**src/hdl/slmi_pkg.sv**
```systemverilog
// ----------------------------------------------------------------------------
// slmi_pkg
// Shared types, codes and constants of the servo linear move interpolator.
// ----------------------------------------------------------------------------
package slmi_pkg;

  // Field widths
  localparam int unsigned ANGLE_W = 8;
  localparam int unsigned PULSE_W = 12;
  localparam int unsigned DUR_W   = 16;
  localparam int unsigned WAIT_W  = 11;
  localparam int unsigned CMD_W   = 2;

  // Defaults of the top-level parameters
  localparam int unsigned DEF_CHANNELS = 12;
  localparam int unsigned DEF_STEPS    = 60;

  localparam logic [ANGLE_W-1:0] ANGLE_MAX     = 8'd180;
  localparam logic [WAIT_W-1:0]  WAIT_MAX      = 11'd2047;
  localparam logic [PULSE_W-1:0] PULSE_MIN_RST = 12'd150;
  localparam logic [PULSE_W-1:0] PULSE_MAX_RST = 12'd600;

  // Division by 180 as a reciprocal multiply: exact for dividends below 2**20
  localparam int unsigned     P2_W       = ANGLE_W + PULSE_W;
  localparam int unsigned     PDIV_SHIFT = 28;
  localparam int unsigned     PDIV_MUL_W = 21;
  localparam logic [20:0]     PDIV_MUL   = 21'd1491309;

  typedef enum logic [CMD_W-1:0] {
    CMD_SET_TARGET   = 2'd0,
    CMD_SET_POSITION = 2'd1,
    CMD_START        = 2'd2,
    CMD_TICK         = 2'd3
  } cmd_e;

  // Configuration register indexes
  localparam logic CFG_PULSE_MIN = 1'b0;
  localparam logic CFG_PULSE_MAX = 1'b1;

  // Controller to datapath commands
  typedef struct packed {
    logic wr_goal;
    logic wr_cur;
    logic latch_start;
    logic commit_goal;
    logic load_wait;
    logic iss_valid;
    logic iss_last;
    logic iss_done;
    logic iss_pos;
  } dp_cmd_t;

  // Datapath to controller status
  typedef struct packed {
    logic              pipe_busy;
    logic [WAIT_W-1:0] step_wait;
  } dp_stat_t;

  // Tag carried along the result pipeline
  typedef struct packed {
    logic valid;
    logic last;
    logic done;
  } tag_t;

  function automatic int unsigned ch_width(int unsigned n);
    return (n > 16) ? $clog2(n) : 4;
  endfunction

  function automatic int unsigned idx_width(int unsigned n);
    return (n > 1) ? $clog2(n) : 1;
  endfunction

endpackage

```
**src/hdl/servo_linear_move_interpolator.sv**
```systemverilog
// ----------------------------------------------------------------------------
// servo_linear_move_interpolator
// Moves servo angles linearly to loaded targets in STEPS steps paced by
// millisecond ticks, and emits angle and PWM pulse for every channel.
// ----------------------------------------------------------------------------
//  channel  | ports                                          | handshake
//  ---------+------------------------------------------------+---------------
//  command  | cmd_i channel_i target_angle_i duration_ms_i   | start_i, busy_o
//  result   | out_channel_o out_angle_o pulse_o last_o       | valid_o
//           | done_res_o                                     |
//  config   | cfg_idx_i cfg_data_i                           | cfg_we_i
//
//  A command is taken when start_i is high and busy_o is low. A step (start,
//  or a tick whose wait runs out) keeps busy_o high while the issue
//  sequencer feeds the six-stage angle/pulse pipeline one channel per cycle
//  and until the pipeline has drained, as do set_position and the done
//  result. Each result is shown for one cycle on valid_o and cannot be
//  stalled. After reset the block is idle and ready at once.
// ----------------------------------------------------------------------------
module servo_linear_move_interpolator import slmi_pkg::*; #(
  parameter int unsigned CHANNELS = DEF_CHANNELS,
  parameter int unsigned STEPS    = DEF_STEPS
) (
  input  logic                             clk_i,
  input  logic                             rst_ni,
  input  logic                             start_i,
  output logic                             busy_o,
  input  logic [CMD_W-1:0]                 cmd_i,
  input  logic [ch_width(CHANNELS)-1:0]    channel_i,
  input  logic [ANGLE_W-1:0]               target_angle_i,
  input  logic [DUR_W-1:0]                 duration_ms_i,
  output logic                             valid_o,
  output logic [ch_width(CHANNELS)-1:0]    out_channel_o,
  output logic [ANGLE_W-1:0]               out_angle_o,
  output logic [PULSE_W-1:0]               pulse_o,
  output logic                             last_o,
  output logic                             done_res_o,
  input  logic                             cfg_we_i,
  input  logic                             cfg_idx_i,
  input  logic [PULSE_W-1:0]               cfg_data_i
);

  dp_cmd_t                          dp_cmd;
  dp_stat_t                         stat;
  logic [idx_width(CHANNELS)-1:0]   iss_ch;
  logic [$clog2(STEPS+1)-1:0]       step;

  slmi_ctrl #(
    .CHANNELS (CHANNELS),
    .STEPS    (STEPS)
  ) u_ctrl (
    .clk_i     (clk_i),
    .rst_ni    (rst_ni),
    .start_i   (start_i),
    .cmd_i     (cmd_i),
    .channel_i (channel_i),
    .busy_o    (busy_o),
    .dp_cmd_o  (dp_cmd),
    .iss_ch_o  (iss_ch),
    .step_o    (step),
    .stat_i    (stat)
  );

  slmi_datapath #(
    .CHANNELS (CHANNELS),
    .STEPS    (STEPS)
  ) u_datapath (
    .clk_i          (clk_i),
    .rst_ni         (rst_ni),
    .cmd_i          (dp_cmd),
    .iss_ch_i       (iss_ch),
    .step_i         (step),
    .channel_i      (channel_i),
    .target_angle_i (target_angle_i),
    .duration_ms_i  (duration_ms_i),
    .cfg_we_i       (cfg_we_i),
    .cfg_idx_i      (cfg_idx_i),
    .cfg_data_i     (cfg_data_i),
    .stat_o         (stat),
    .valid_o        (valid_o),
    .out_channel_o  (out_channel_o),
    .out_angle_o    (out_angle_o),
    .pulse_o        (pulse_o),
    .last_o         (last_o),
    .done_res_o     (done_res_o)
  );

  // results only leave while the request that caused them is still held busy
  a_valid_busy : assert property (@(posedge clk_i) disable iff (!rst_ni)
    valid_o |-> busy_o)
    else $error("result emitted while idle");

  a_issue_busy : assert property (@(posedge clk_i) disable iff (!rst_ni)
    dp_cmd.iss_valid |-> busy_o)
    else $error("pipeline issue while idle");

  a_done_last : assert property (@(posedge clk_i) disable iff (!rst_ni)
    (valid_o && done_res_o) |-> (last_o && pulse_o == '0 && out_angle_o == '0))
    else $error("malformed done result");

  a_wait_nonzero : assert property (@(posedge clk_i) disable iff (!rst_ni)
    stat.step_wait != '0)
    else $error("step wait is zero");

endmodule

```
**src/hdl/slmi_ctrl.sv**
```systemverilog
// ----------------------------------------------------------------------------
// slmi_ctrl
// Command decode, move timing (step and wait counters) and issue sequencer.
// ----------------------------------------------------------------------------
module slmi_ctrl import slmi_pkg::*; #(
  parameter int unsigned CHANNELS = DEF_CHANNELS,
  parameter int unsigned STEPS    = DEF_STEPS
) (
  input  logic                                clk_i,
  input  logic                                rst_ni,
  input  logic                                start_i,
  input  logic [CMD_W-1:0]                    cmd_i,
  input  logic [ch_width(CHANNELS)-1:0]       channel_i,
  output logic                                busy_o,
  output dp_cmd_t                             dp_cmd_o,
  output logic [idx_width(CHANNELS)-1:0]      iss_ch_o,
  output logic [$clog2(STEPS+1)-1:0]          step_o,
  input  dp_stat_t                            stat_i
);

  localparam int unsigned CHW  = ch_width(CHANNELS);
  localparam int unsigned IDXW = idx_width(CHANNELS);
  localparam int unsigned SW   = $clog2(STEPS + 1);

  typedef enum logic [1:0] {
    ST_IDLE,
    ST_ISSUE,
    ST_DRAIN
  } state_e;

  state_e            state_q;
  logic              moving_q;
  logic [SW-1:0]     step_q;
  logic [WAIT_W-1:0] wait_q;
  logic              iss_valid_q;
  logic              iss_last_q;
  logic              iss_done_q;
  logic              iss_pos_q;
  logic [IDXW-1:0]   iss_ch_q;

  logic              accept;
  cmd_e              cmd;
  logic              ch_ok;
  logic [WAIT_W-1:0] wait_dec;
  logic              step_more;
  logic              tick_fire;

  always_comb begin
    accept    = start_i && (state_q == ST_IDLE);
    cmd       = cmd_e'(cmd_i);
    ch_ok     = {1'b0, channel_i} < (CHW+1)'(CHANNELS);
    wait_dec  = (wait_q != '0) ? wait_q - WAIT_W'(1) : '0;
    step_more = step_q < SW'(STEPS);
    tick_fire = accept && (cmd == CMD_TICK) && moving_q && (wait_dec == '0);

    dp_cmd_o.wr_goal     = accept && (cmd == CMD_SET_TARGET) && !moving_q && ch_ok;
    dp_cmd_o.wr_cur      = accept && (cmd == CMD_SET_POSITION) && !moving_q && ch_ok;
    dp_cmd_o.latch_start = accept && (cmd == CMD_START) && !moving_q;
    dp_cmd_o.load_wait   = accept && (cmd == CMD_START) && !moving_q;
    dp_cmd_o.commit_goal = tick_fire && !step_more;
    dp_cmd_o.iss_valid   = iss_valid_q;
    dp_cmd_o.iss_last    = iss_last_q;
    dp_cmd_o.iss_done    = iss_done_q;
    dp_cmd_o.iss_pos     = iss_pos_q;
  end

  assign iss_ch_o = iss_ch_q;
  assign step_o   = step_q;
  assign busy_o   = (state_q != ST_IDLE);

  always_ff @(posedge clk_i or negedge rst_ni) begin
    if (!rst_ni) begin
      state_q     <= ST_IDLE;
      moving_q    <= 1'b0;
      step_q      <= '0;
      wait_q      <= '0;
      iss_valid_q <= 1'b0;
      iss_last_q  <= 1'b0;
      iss_done_q  <= 1'b0;
      iss_pos_q   <= 1'b0;
      iss_ch_q    <= '0;
    end else begin
      unique case (state_q)
        ST_IDLE: begin
          if (accept) begin
            unique case (cmd)
              CMD_SET_TARGET: begin
              end
              CMD_SET_POSITION: begin
                if (!moving_q && ch_ok) begin
                  iss_valid_q <= 1'b1;
                  iss_ch_q    <= channel_i[IDXW-1:0];
                  iss_last_q  <= 1'b1;
                  iss_done_q  <= 1'b0;
                  iss_pos_q   <= 1'b1;
                  state_q     <= ST_ISSUE;
                end
              end
              CMD_START: begin
                if (!moving_q) begin
                  moving_q    <= 1'b1;
                  step_q      <= SW'(1);
                  iss_valid_q <= 1'b1;
                  iss_ch_q    <= '0;
                  iss_last_q  <= (CHANNELS == 1);
                  iss_done_q  <= 1'b0;
                  iss_pos_q   <= 1'b0;
                  state_q     <= ST_ISSUE;
                end
              end
              CMD_TICK: begin
                if (moving_q) begin
                  wait_q <= wait_dec;
                  if (wait_dec == '0) begin
                    iss_valid_q <= 1'b1;
                    iss_ch_q    <= '0;
                    iss_pos_q   <= 1'b0;
                    state_q     <= ST_ISSUE;
                    if (step_more) begin
                      step_q     <= step_q + SW'(1);
                      iss_last_q <= (CHANNELS == 1);
                      iss_done_q <= 1'b0;
                    end else begin
                      // move complete: one done request
                      moving_q   <= 1'b0;
                      iss_last_q <= 1'b1;
                      iss_done_q <= 1'b1;
                    end
                  end
                end
              end
              default: begin
              end
            endcase
          end
        end
        ST_ISSUE: begin
          if (iss_last_q) begin
            iss_valid_q <= 1'b0;
            state_q     <= ST_DRAIN;
          end else begin
            iss_ch_q   <= iss_ch_q + IDXW'(1);
            iss_last_q <= ((IDXW+1)'(iss_ch_q) + (IDXW+1)'(1)) == (IDXW+1)'(CHANNELS - 1);
          end
        end
        ST_DRAIN: begin
          // hold until the pipeline has emptied, then rearm the step wait if a move is running
          if (!stat_i.pipe_busy) begin
            state_q <= ST_IDLE;
            if (moving_q) begin
              wait_q <= stat_i.step_wait;
            end
          end
        end
        default: begin
          state_q <= ST_IDLE;
        end
      endcase
    end
  end

endmodule

```
**src/hdl/slmi_datapath.sv**
```systemverilog
// ----------------------------------------------------------------------------
// slmi_datapath
// Angle stores, step wait divider and the six-stage angle/pulse pipeline.
// ----------------------------------------------------------------------------
module slmi_datapath import slmi_pkg::*; #(
  parameter int unsigned CHANNELS = DEF_CHANNELS,
  parameter int unsigned STEPS    = DEF_STEPS
) (
  input  logic                             clk_i,
  input  logic                             rst_ni,
  input  dp_cmd_t                          cmd_i,
  input  logic [idx_width(CHANNELS)-1:0]   iss_ch_i,
  input  logic [$clog2(STEPS+1)-1:0]       step_i,
  input  logic [ch_width(CHANNELS)-1:0]    channel_i,
  input  logic [ANGLE_W-1:0]               target_angle_i,
  input  logic [DUR_W-1:0]                 duration_ms_i,
  input  logic                             cfg_we_i,
  input  logic                             cfg_idx_i,
  input  logic [PULSE_W-1:0]               cfg_data_i,
  output dp_stat_t                         stat_o,
  output logic                             valid_o,
  output logic [ch_width(CHANNELS)-1:0]    out_channel_o,
  output logic [ANGLE_W-1:0]               out_angle_o,
  output logic [PULSE_W-1:0]               pulse_o,
  output logic                             last_o,
  output logic                             done_res_o
);

  localparam int unsigned CHW  = ch_width(CHANNELS);
  localparam int unsigned IDXW = idx_width(CHANNELS);
  localparam int unsigned SW   = $clog2(STEPS + 1);
  localparam int unsigned P1W  = ANGLE_W + SW;
  // reciprocal of STEPS, exact over the dividend range
  localparam int unsigned KS   = P1W + $clog2(STEPS);
  localparam logic [KS:0] MulS = (KS+1)'(((1 << KS) + STEPS - 1) / STEPS);
  localparam int unsigned KD   = DUR_W + $clog2(STEPS);
  localparam logic [KD:0] MulD = (KD+1)'(((1 << KD) + STEPS - 1) / STEPS);
  localparam int unsigned PSW  = P1W + KS + 1;
  localparam int unsigned PDW  = DUR_W + KD + 1;
  localparam int unsigned PPW  = P2_W + PDIV_MUL_W;

  // Configuration
  logic [PULSE_W-1:0] pulse_min_q;
  logic [PULSE_W-1:0] pulse_max_q;

  always_ff @(posedge clk_i or negedge rst_ni) begin
    if (!rst_ni) begin
      pulse_min_q <= PULSE_MIN_RST;
      pulse_max_q <= PULSE_MAX_RST;
    end else if (cfg_we_i) begin
      unique case (cfg_idx_i)
        CFG_PULSE_MIN: pulse_min_q <= cfg_data_i;
        CFG_PULSE_MAX: pulse_max_q <= cfg_data_i;
        default: begin
        end
      endcase
    end
  end

  logic               span_neg;
  logic [PULSE_W-1:0] span_mag;

  assign span_neg = pulse_max_q < pulse_min_q;
  assign span_mag = span_neg ? pulse_min_q - pulse_max_q : pulse_max_q - pulse_min_q;

  // Angle stores
  logic [ANGLE_W-1:0] cur_q   [CHANNELS];
  logic [ANGLE_W-1:0] goal_q  [CHANNELS];
  logic [ANGLE_W-1:0] start_q [CHANNELS];
  logic [ANGLE_W-1:0] ang_in;

  assign ang_in = (target_angle_i > ANGLE_MAX) ? ANGLE_MAX : target_angle_i;

  always_ff @(posedge clk_i or negedge rst_ni) begin
    if (!rst_ni) begin
      for (int i = 0; i < CHANNELS; i++) begin
        cur_q[i]   <= '0;
        goal_q[i]  <= '0;
        start_q[i] <= '0;
      end
    end else begin
      if (cmd_i.wr_goal) begin
        goal_q[channel_i[IDXW-1:0]] <= ang_in;
      end
      if (cmd_i.wr_cur) begin
        cur_q[channel_i[IDXW-1:0]] <= ang_in;
      end
      if (cmd_i.commit_goal) begin
        for (int i = 0; i < CHANNELS; i++) begin
          cur_q[i] <= goal_q[i];
        end
      end
      if (cmd_i.latch_start) begin
        for (int i = 0; i < CHANNELS; i++) begin
          start_q[i] <= cur_q[i];
        end
      end
    end
  end

  // Step wait: duration / STEPS, clamped to 1 .. WAIT_MAX
  logic [PDW-1:0]    dprod_q;
  logic              ld_q;
  logic [WAIT_W-1:0] step_wait_q;
  logic [DUR_W-1:0]  dquot;

  assign dquot = dprod_q[KD +: DUR_W];

  always_ff @(posedge clk_i) begin
    if (cmd_i.load_wait) begin
      dprod_q <= PDW'(duration_ms_i) * PDW'(MulD);
    end
  end

  always_ff @(posedge clk_i or negedge rst_ni) begin
    if (!rst_ni) begin
      ld_q        <= 1'b0;
      step_wait_q <= WAIT_W'(1);
    end else begin
      ld_q <= cmd_i.load_wait;
      if (ld_q) begin
        if (dquot == '0) begin
          step_wait_q <= WAIT_W'(1);
        end else if (dquot > DUR_W'(WAIT_MAX)) begin
          step_wait_q <= WAIT_MAX;
        end else begin
          step_wait_q <= dquot[WAIT_W-1:0];
        end
      end
    end
  end

  // Result pipeline: tags and channel numbers of stages one to five
  tag_t            tag_q [5];
  logic [IDXW-1:0] ch_q  [5];

  always_ff @(posedge clk_i or negedge rst_ni) begin
    if (!rst_ni) begin
      for (int k = 0; k < 5; k++) begin
        tag_q[k] <= '0;
      end
    end else begin
      tag_q[0] <= '{valid: cmd_i.iss_valid, last: cmd_i.iss_last, done: cmd_i.iss_done};
      for (int k = 1; k < 5; k++) begin
        tag_q[k] <= tag_q[k-1];
      end
    end
  end

  always_ff @(posedge clk_i) begin
    ch_q[0] <= iss_ch_i;
    for (int k = 1; k < 5; k++) begin
      ch_q[k] <= ch_q[k-1];
    end
  end

  // Stage 1: |goal - start| * step; a set_position request passes its angle straight
  logic [ANGLE_W-1:0] s0;
  logic [ANGLE_W-1:0] g;
  logic               neg;
  logic [ANGLE_W-1:0] mag;
  logic [ANGLE_W-1:0] s0_q1;
  logic               neg_q1;
  logic [P1W-1:0]     p1_q;

  assign s0  = cmd_i.iss_pos ? cur_q[iss_ch_i] : start_q[iss_ch_i];
  assign g   = cmd_i.iss_pos ? cur_q[iss_ch_i] : goal_q[iss_ch_i];
  assign neg = g < s0;
  assign mag = neg ? s0 - g : g - s0;

  // Stage 2: divide by STEPS
  logic [PSW-1:0]     prod_s;
  logic [ANGLE_W-1:0] s0_q2;
  logic               neg_q2;
  logic [ANGLE_W-1:0] q1_q;

  assign prod_s = PSW'(p1_q) * PSW'(MulS);

  // Stages 3 to 5: angle, angle * span, divide by 180
  logic [ANGLE_W-1:0] ang_q3;
  logic [ANGLE_W-1:0] ang_q4;
  logic [P2_W-1:0]    p2_q4;
  logic [ANGLE_W-1:0] ang_q5;
  logic [PPW-1:0]     prod_p;
  logic [PULSE_W-1:0] q2_q5;

  assign prod_p = PPW'(p2_q4) * PPW'(PDIV_MUL);

  always_ff @(posedge clk_i) begin
    s0_q1  <= s0;
    neg_q1 <= neg;
    p1_q   <= P1W'(mag) * P1W'(step_i);

    s0_q2  <= s0_q1;
    neg_q2 <= neg_q1;
    q1_q   <= prod_s[KS +: ANGLE_W];

    ang_q3 <= neg_q2 ? s0_q2 - q1_q : s0_q2 + q1_q;

    ang_q4 <= ang_q3;
    p2_q4  <= P2_W'(ang_q3) * P2_W'(span_mag);

    ang_q5 <= ang_q4;
    q2_q5  <= prod_p[PDIV_SHIFT +: PULSE_W];
  end

  // Stage 6: offset by pulse_min, drive the result
  always_ff @(posedge clk_i or negedge rst_ni) begin
    if (!rst_ni) begin
      valid_o <= 1'b0;
    end else begin
      valid_o <= tag_q[4].valid;
    end
  end

  always_ff @(posedge clk_i) begin
    last_o     <= tag_q[4].last;
    done_res_o <= tag_q[4].done;
    if (tag_q[4].done) begin
      out_channel_o <= '0;
      out_angle_o   <= '0;
      pulse_o       <= '0;
    end else begin
      out_channel_o <= CHW'(ch_q[4]);
      out_angle_o   <= ang_q5;
      pulse_o       <= span_neg ? pulse_min_q - q2_q5 : pulse_min_q + q2_q5;
    end
  end

  always_comb begin
    stat_o.pipe_busy = tag_q[0].valid || tag_q[1].valid || tag_q[2].valid
                       || tag_q[3].valid || tag_q[4].valid;
    stat_o.step_wait = step_wait_q;
  end

endmodule
```
**config.mk**
```make
export PLATFORM = sky130hd
export DESIGN_NAME = servo_linear_move_interpolator
export DESIGN_NICKNAME = d
export VERILOG_FILES = /design/src/hdl/slmi_pkg.sv /design/src/hdl/servo_linear_move_interpolator.sv /design/src/hdl/slmi_ctrl.sv /design/src/hdl/slmi_datapath.sv
export SDC_FILE = /design/constraint.sdc
export NUM_CORES = 2
export LEC_CHECK = 0
export BUFFER_PORTS_ARGS = -buffer_cell sky130_fd_sc_hd__buf_2
export CORE_MARGIN = 4
export CORE_UTILIZATION = 30
export CTS_CLUSTER_SIZE = 25
export DETAILED_ROUTE_END_ITERATION = 6
export HOLD_SLACK_MARGIN = 0.12
export PLACE_DENSITY = 0.55
export SLEW_MARGIN = 20
export SYNTH_ARGS = -nofsm -noshare
export SYNTH_HDL_FRONTEND = slang
export SYNTH_SLANG_ARGS = --single-unit
```
**constraint.sdc**
```tcl
create_clock -name clk_i -period 11.2 [get_ports clk_i]
set_clock_uncertainty 0.15 [all_clocks]
set_input_delay 1.68 -clock clk_i [delete_from_list [all_inputs] [get_ports clk_i]]
set_output_delay 1.68 -clock clk_i [all_outputs]
set_load 0.005 [all_outputs]
```
* Word-level counts from Yosys, hierarchy flattened
Memory sizes are Yosys's and may differ from the RTL's. A register that Yosys moved wholly into a read port is not among the register bits. Cells that the tools add are included.
Operators by class: add/subtract/negate cells 12, $mul 5, order comparisons 9, equal/unequal tests 23, mux-type cells 78, bitwise operators 3, reductions and logical operators 42
Operators with widths (count):
- 96-bit bitwise mux | 2
- 96-bit 2-to-1 mux | 2
- 8-bit binary-select mux with 4-bit select | 3
- 8-bit 2-to-1 mux | 12
- 11-bit 2-to-1 mux | 8
- 20-bit by 21-bit multiplier with 40-bit output (second input constant) | 1
- 12-bit subtractor | 3
- 8-bit demux with 4-bit select | 1
- 16-bit by 16-bit multiplier with 32-bit output (second input constant) | 1
- 14-bit by 15-bit multiplier with 28-bit output (second input constant) | 1
- 12-bit 2-to-1 mux | 2
- 4-bit 2-to-1 mux | 6
- 6-bit 2-to-1 mux | 4
- 8-bit AND reduction | 3
- 8-bit subtractor | 3
- 11-bit case mux with 2 select lines | 1
- 7-bit AND reduction | 3
- 8-bit by 12-bit multiplier with 20-bit output | 1
- 1-bit 2-to-1 mux | 18
- 16-bit zero test | 1
- 1-bit logical AND | 15
- 8-bit by 6-bit multiplier with 14-bit output | 1
- 2-bit 2-to-1 mux | 7
- 12-bit adder | 1
- 39 further kinds | 72
Storage, ports and cells: register bits 518, memory bits (writable) 20, input bits 47, output and inout bits 28, logic and storage cells 254, memories 1
Memories:
- u_datapath.ch_q | words 5, width 4, read ports 5, clocked after memory_dff 1, wr ports 5, RTL line slmi_datapath.sv:135 | logic [IDXW-1:0] ch_q [5];

* Depth between registers and ports, before layout
depth in word-level cells 8, gate-level depth with buffers 35, gate-level depth less buffers 31

* By module
A second synthesis with hierarchy kept.
Unflattened totals: cell total of the unflattened synthesis 3820, area, all modules 39066.2 um2
By module, submodules not included:
- slmi_datapath | instances 1, cells an instance 3589, area an instance 37119.4 um2
- slmi_ctrl | instances 1, cells an instance 231, area an instance 1946.9 um2

* Least setup slack after synthesis
OpenSTA, ideal clock, no wires.
path type reg-to-reg, from reg u_ctrl.iss_ch_q[0] (netlist: u_ctrl.iss_ch_o[0]), to reg u_datapath.p1_q[12], library setup time 124 ps, arrival 7691 ps, required time 10926 ps, path slack 3234 ps, stages on the path, launching flop included 32, clock period less this slack 7966 ps, cell sequence dfrtp_1 clkbuf_1 buf_2 buf_1 mux4_2 mux2i_1 o211ai_1 o31ai_1 inv_1 ha_1 a2111oi_0 nand2_1 o22ai_2 buf_6 mux2i_1 o221ai_1 a22o_1 buf_4 a21oi_1 nand2_1 fa_1 fa_1 fa_1 inv_1 ha_1 a21oi_1 o21bai_1 a21oi_1 o21bai_1 a21oi_1 mux2i_1 a2111o_1
Between the ends: longest elaborated chain between the ends 8
Ends and longest elaborated chain:
- start: declaration | RTL line slmi_ctrl.sv:39 | logic [IDXW-1:0] iss_ch_q;
- start signal: assignment | RTL line slmi_ctrl.sv:92 | iss_ch_q <= channel_i[IDXW-1:0];
- start signal: assignment | RTL line slmi_ctrl.sv:142 | iss_ch_q <= iss_ch_q + IDXW'(1);
- 4-bit inverter with 5-bit output (implied by the code) * | RTL line slmi_datapath.sv:166, slmi_datapath.sv:167
- 8-bit binary-select mux with 4-bit select, on equally long branches | RTL line slmi_datapath.sv:167, slmi_datapath.sv:166
- 8-bit 2-to-1 mux, on equally long branches (3 in a row) | RTL line slmi_datapath.sv:167, slmi_datapath.sv:166
- 8-bit < comparator * | RTL line slmi_datapath.sv:168 | assign neg = g < s0;
- named net u_datapath.neg | RTL line slmi_datapath.sv:160 | logic neg;
- 8-bit 2-to-1 mux * | RTL line slmi_datapath.sv:169 | assign mag = neg ? s0 - g : g - s0;
- 8-bit by 6-bit multiplier with 14-bit output * | RTL line slmi_datapath.sv:192 | p1_q <= P1W'(mag) * P1W'(step_i);
- end signal: assignment | RTL line slmi_datapath.sv:192
- end: declaration | RTL line slmi_datapath.sv:164 | logic [P1W-1:0] p1_q;
The timed path passes the listed nets; every way through them passes the cells marked *. The select of a mux whose other input is x is not followed. A chain may end at the register's enable or synchronous reset.

* Worst setup path in the final report
from reg u_ctrl.iss_ch_q[0] (netlist: u_ctrl.iss_ch_o[0]), to reg u_datapath.p1_q[12]
Between the ends: longest elaborated chain between the ends 8
Ends and longest elaborated chain (RTL line):
- 4-bit inverter with 5-bit output (implied by the code) * | slmi_datapath.sv:166, slmi_datapath.sv:167
- 8-bit binary-select mux with 4-bit select, on equally long branches | slmi_datapath.sv:167, slmi_datapath.sv:166
- 8-bit 2-to-1 mux, on equally long branches (3 in a row) | slmi_datapath.sv:167, slmi_datapath.sv:166
- 8-bit subtractor or 8-bit < comparator (tied branches) | slmi_datapath.sv:169, slmi_datapath.sv:168
- 8-bit 2-to-1 mux * | slmi_datapath.sv:169
- 8-bit by 6-bit multiplier with 14-bit output * | slmi_datapath.sv:192
Mark *: on every way between the ends. The rest lies on a longest branch, timed or not. The select of a mux whose other input is x is not followed.

==> impl_metrics.csv <==
group,metric,value,unit
cts,h-tree-depth,2,
layout,utilization,0.338,
yosys,syn_nets,4386,
min_path,hp-start,"u_datapath.ch_q[2][3]",
timing,hold_viol_final,0,
setup_path,timing.rr.end,"u_datapath.p1_q[12]",
setup_path,worstSetupStartpointType,"register",
floorplan,start_util,0.303,
place,place.gp.congestion,0.826,
global_route,grt_pass1_wl,152,mm
setup_path,r2r-start,"u_ctrl.iss_ch_o[0]",
yosys,netlist.area_leader.share,0.236,
yosys,synth_cells,3601,
layout,fillers,12800,
timing,finalCritPeriodShare,0.815,
timing,tightest_slew,1.19,ns
timing,finalSetupViolations,0,
timing,drv_slew,0,
outcome,outcome,"finished clean",
route,routed-via-count,25900,
route,vias_per_cell,4.85,
timing,finalCriticalPeriod,9.12,ns
min_path,min_to,"u_datapath.ch_q[3][3]",
setup_path,reg2regPathDepth,26,
cts,cts.sinks,521,
cts,clock-root-buffer,"clkbuf_16",
setup_path,r2r_setup_slack,2.08,ns
layout,finalNetCount,4423,
yosys,synth_warnings,0,
route,drtIter0Drc,1459,
global_route,globalRouteTotalUtil,0.144,
timing,rsz0062_at_grt,"false",
flow_run,cap_violations,0,
timing,max_slew_margin,0.209,
floorplan,die_h,365,um
floorplan,fp.dieArea,0.133,mm^2
route,wl,93.7,mm
floorplan,row_count,130,
cts,max-clock-path-buffers,3,
yosys,ys.flop_type,"dfrtp_1",
route,drcViolationCount,0,
setup_path,critPathKind,"register to register",
setup_path,critPathLaunch,"u_ctrl.iss_ch_o[0]",
yosys,synth-async-reset-ratio,0.706,
cts,clock_latency,0.69,ns
min_path,min_path_type,"register to register",
setup_path,crit_fanout,22,
timing,timing.fmax,110,MHz
place,port_buffers,74,
yosys,synth_cell_types,87,
floorplan,core_area,0.126,mm^2
cts,cts_setup_buffers,0,
yosys,synth.area.top_cells,"dfrtp_1, ha_1, fa_1",
yosys,synth_edf_count,11,
timing,setup_tns,0,ns
route,wire_per_inst,17.5,um
global_route,grt_pass1_vias,26800,
global_route,antenna_found_initial,4,
cts,cts_tree,"built",
layout,diodes,0,
setup_path,crit_arrival,9.47,ns
floorplan,chipWidth,365,um
cts,cts_resized,0,
timing,hold_slack,0.133,ns
yosys,syn-cell-area,0.0381,mm^2
yosys,synth_top_cell_by_area,"dfrtp_1",
yosys,syn_area_per_cell,10.6,um^2
route,ant_nets,0,
cts,cts_buffers,61,
cts,clkTransAtPathRegs,0.06,ns
layout,drive_above_1_share,0.122,
layout,area_growth,11.6,%
floorplan,ios,75,
yosys,ys_ff_latch,521,
place,dp_hpwl,70.7,mm
yosys,yosysSeqAreaShare,0.325,
global_route,grt_max_degree,178,
route,drtPass1Iterations,6,
min_path,whs_path_depth,0,
cts,cts_hold_buf,0,
setup_path,worstPathRequired,11.55,ns
setup_path,end_kind,"register",
global_route,grt.overflow.total,0,
worst max-delay path: stages (launching register included):
cell and delay (ns):
dfrtp_4 0.71, buf_4 0.46, mux4_2 0.54, and2_1 0.17
o31ai_1 0.45, inv_1 0.11, ha_1 0.40, a2111oi_0 0.42
nand2_1 0.11, o22ai_2 0.57, mux2i_1 0.42, o221ai_1 0.22
a22o_1 0.41, a21oi_1 0.45, nand2_1 0.13, fa_1 0.52
fa_1 0.44, fa_1 0.54, inv_1 0.04, ha_1 0.32
a21oi_1 0.22, o21bai_1 0.09, a21oi_1 0.23, o21bai_1 0.09
a21oi_1 0.26, mux2i_1 0.11, a2111o_1 0.38
how the worst max path moves through the flow:
| stage | to | slack (ns) | cells after the start |
|---|---|---|---|
| floorplan | u_datapath.p1_q[12] | 3.23 | 31 |
| global placement | u_datapath.p1_q[12] | 2.20 | 26 |
| detailed placement | u_datapath.p1_q[12] | 2.07 | 26 |
| CTS | u_datapath.p1_q[12] | 1.99 | 26 |
| global route | u_datapath.p1_q[13] | 1.28 | 27 |
| finish | u_datapath.p1_q[12] | 2.08 | 26 |
final cells by class:
cell class	instances	area [um^2]	area share
Multi-Input combinational cell	2435	23300	0.548
Tap cell	1650	2060	0.0485
Clock inverter	37	519	0.0122
Timing Repair Buffer	95	583	0.0137
Clock buffer	79	1710	0.0401
Inverter	524	1970	0.0463
Sequential cell	521	12400	0.291
cell usage after synthesis (all sizes together), types with 44 or more instances:
library cell    n
xnor2          72
dfxtp         142
o21ai         173
a21oi          95
and2           82
a221o          99
nand2         251
mux4           72
dfrtp         359
mux2          126
clkbuf         97
mux2i          51
nor2          207
fa            249
ha            489
nor2b          67
inv           524
a21o           44
routing by layer:
layer,global-route usage,vias to the layer above,share of wire
li1,-,12400,-
met2,0.231,452,0.45
met5,0,-,0
met4,0.0318,0,0.020
met1,0.205,12900,0.48
met3,0.0207,113,0.046
layout by cell type, fill, tap and decap left out, types with 73 or more instances in the layout:
master	instances
nand2_1	251
and2_1	81
fa_1	249
o21ai_0	172
inv_1	523
buf_2	73
dfrtp_1	356
dfxtp_1	142
ha_1	489
nor2_1	206
mux2_2	124
a221o_1	99
a21oi_1	81
metrics by stage:
stage / cells / setup slack, ns / instance area [um^2]
floorplan: 3601 / 3.23 / 38100
global placement: 5224 / 2.20 / 40300
detailed placement: 5224 / 2.07 / 40300
CTS: 5340 / 1.99 / 42500
global route: 5341 / 1.28 / 42600
finish: 5341 / 2.08 / 42600
registers in the layout, indices dropped and copies added, names as in the netlist, 14 cells and up:
signal and count:
u_datapath.cur_q 96, u_datapath.p2_q4 20, u_datapath.goal_q 96, u_datapath.start_q 96
u_datapath.ch_q 20, u_datapath.p1_q 14, u_datapath.tag_q 15
cells by family (layout without fill, tap and decap cells):
logic type / count (synthesis) / after routing / synth area share
AO/OA/AOI/OAI: 587 / 587 / 0.109
buffers and inverters: 645 / 735 / 0.0644
flip-flops: 521 / 521 / 0.325
AND/OR/NAND/NOR: 765 / 765 / 0.0955
XOR/XNOR: 96 / 96 / 0.0220
multiplexers: 249 / 249 / 0.0933
adder cells (fa/ha/maj): 738 / 738 / 0.291
Power is left out: the tool's default activity adds up to more than one toggle a clock period on the data nets, which glitch-free logic cannot reach.
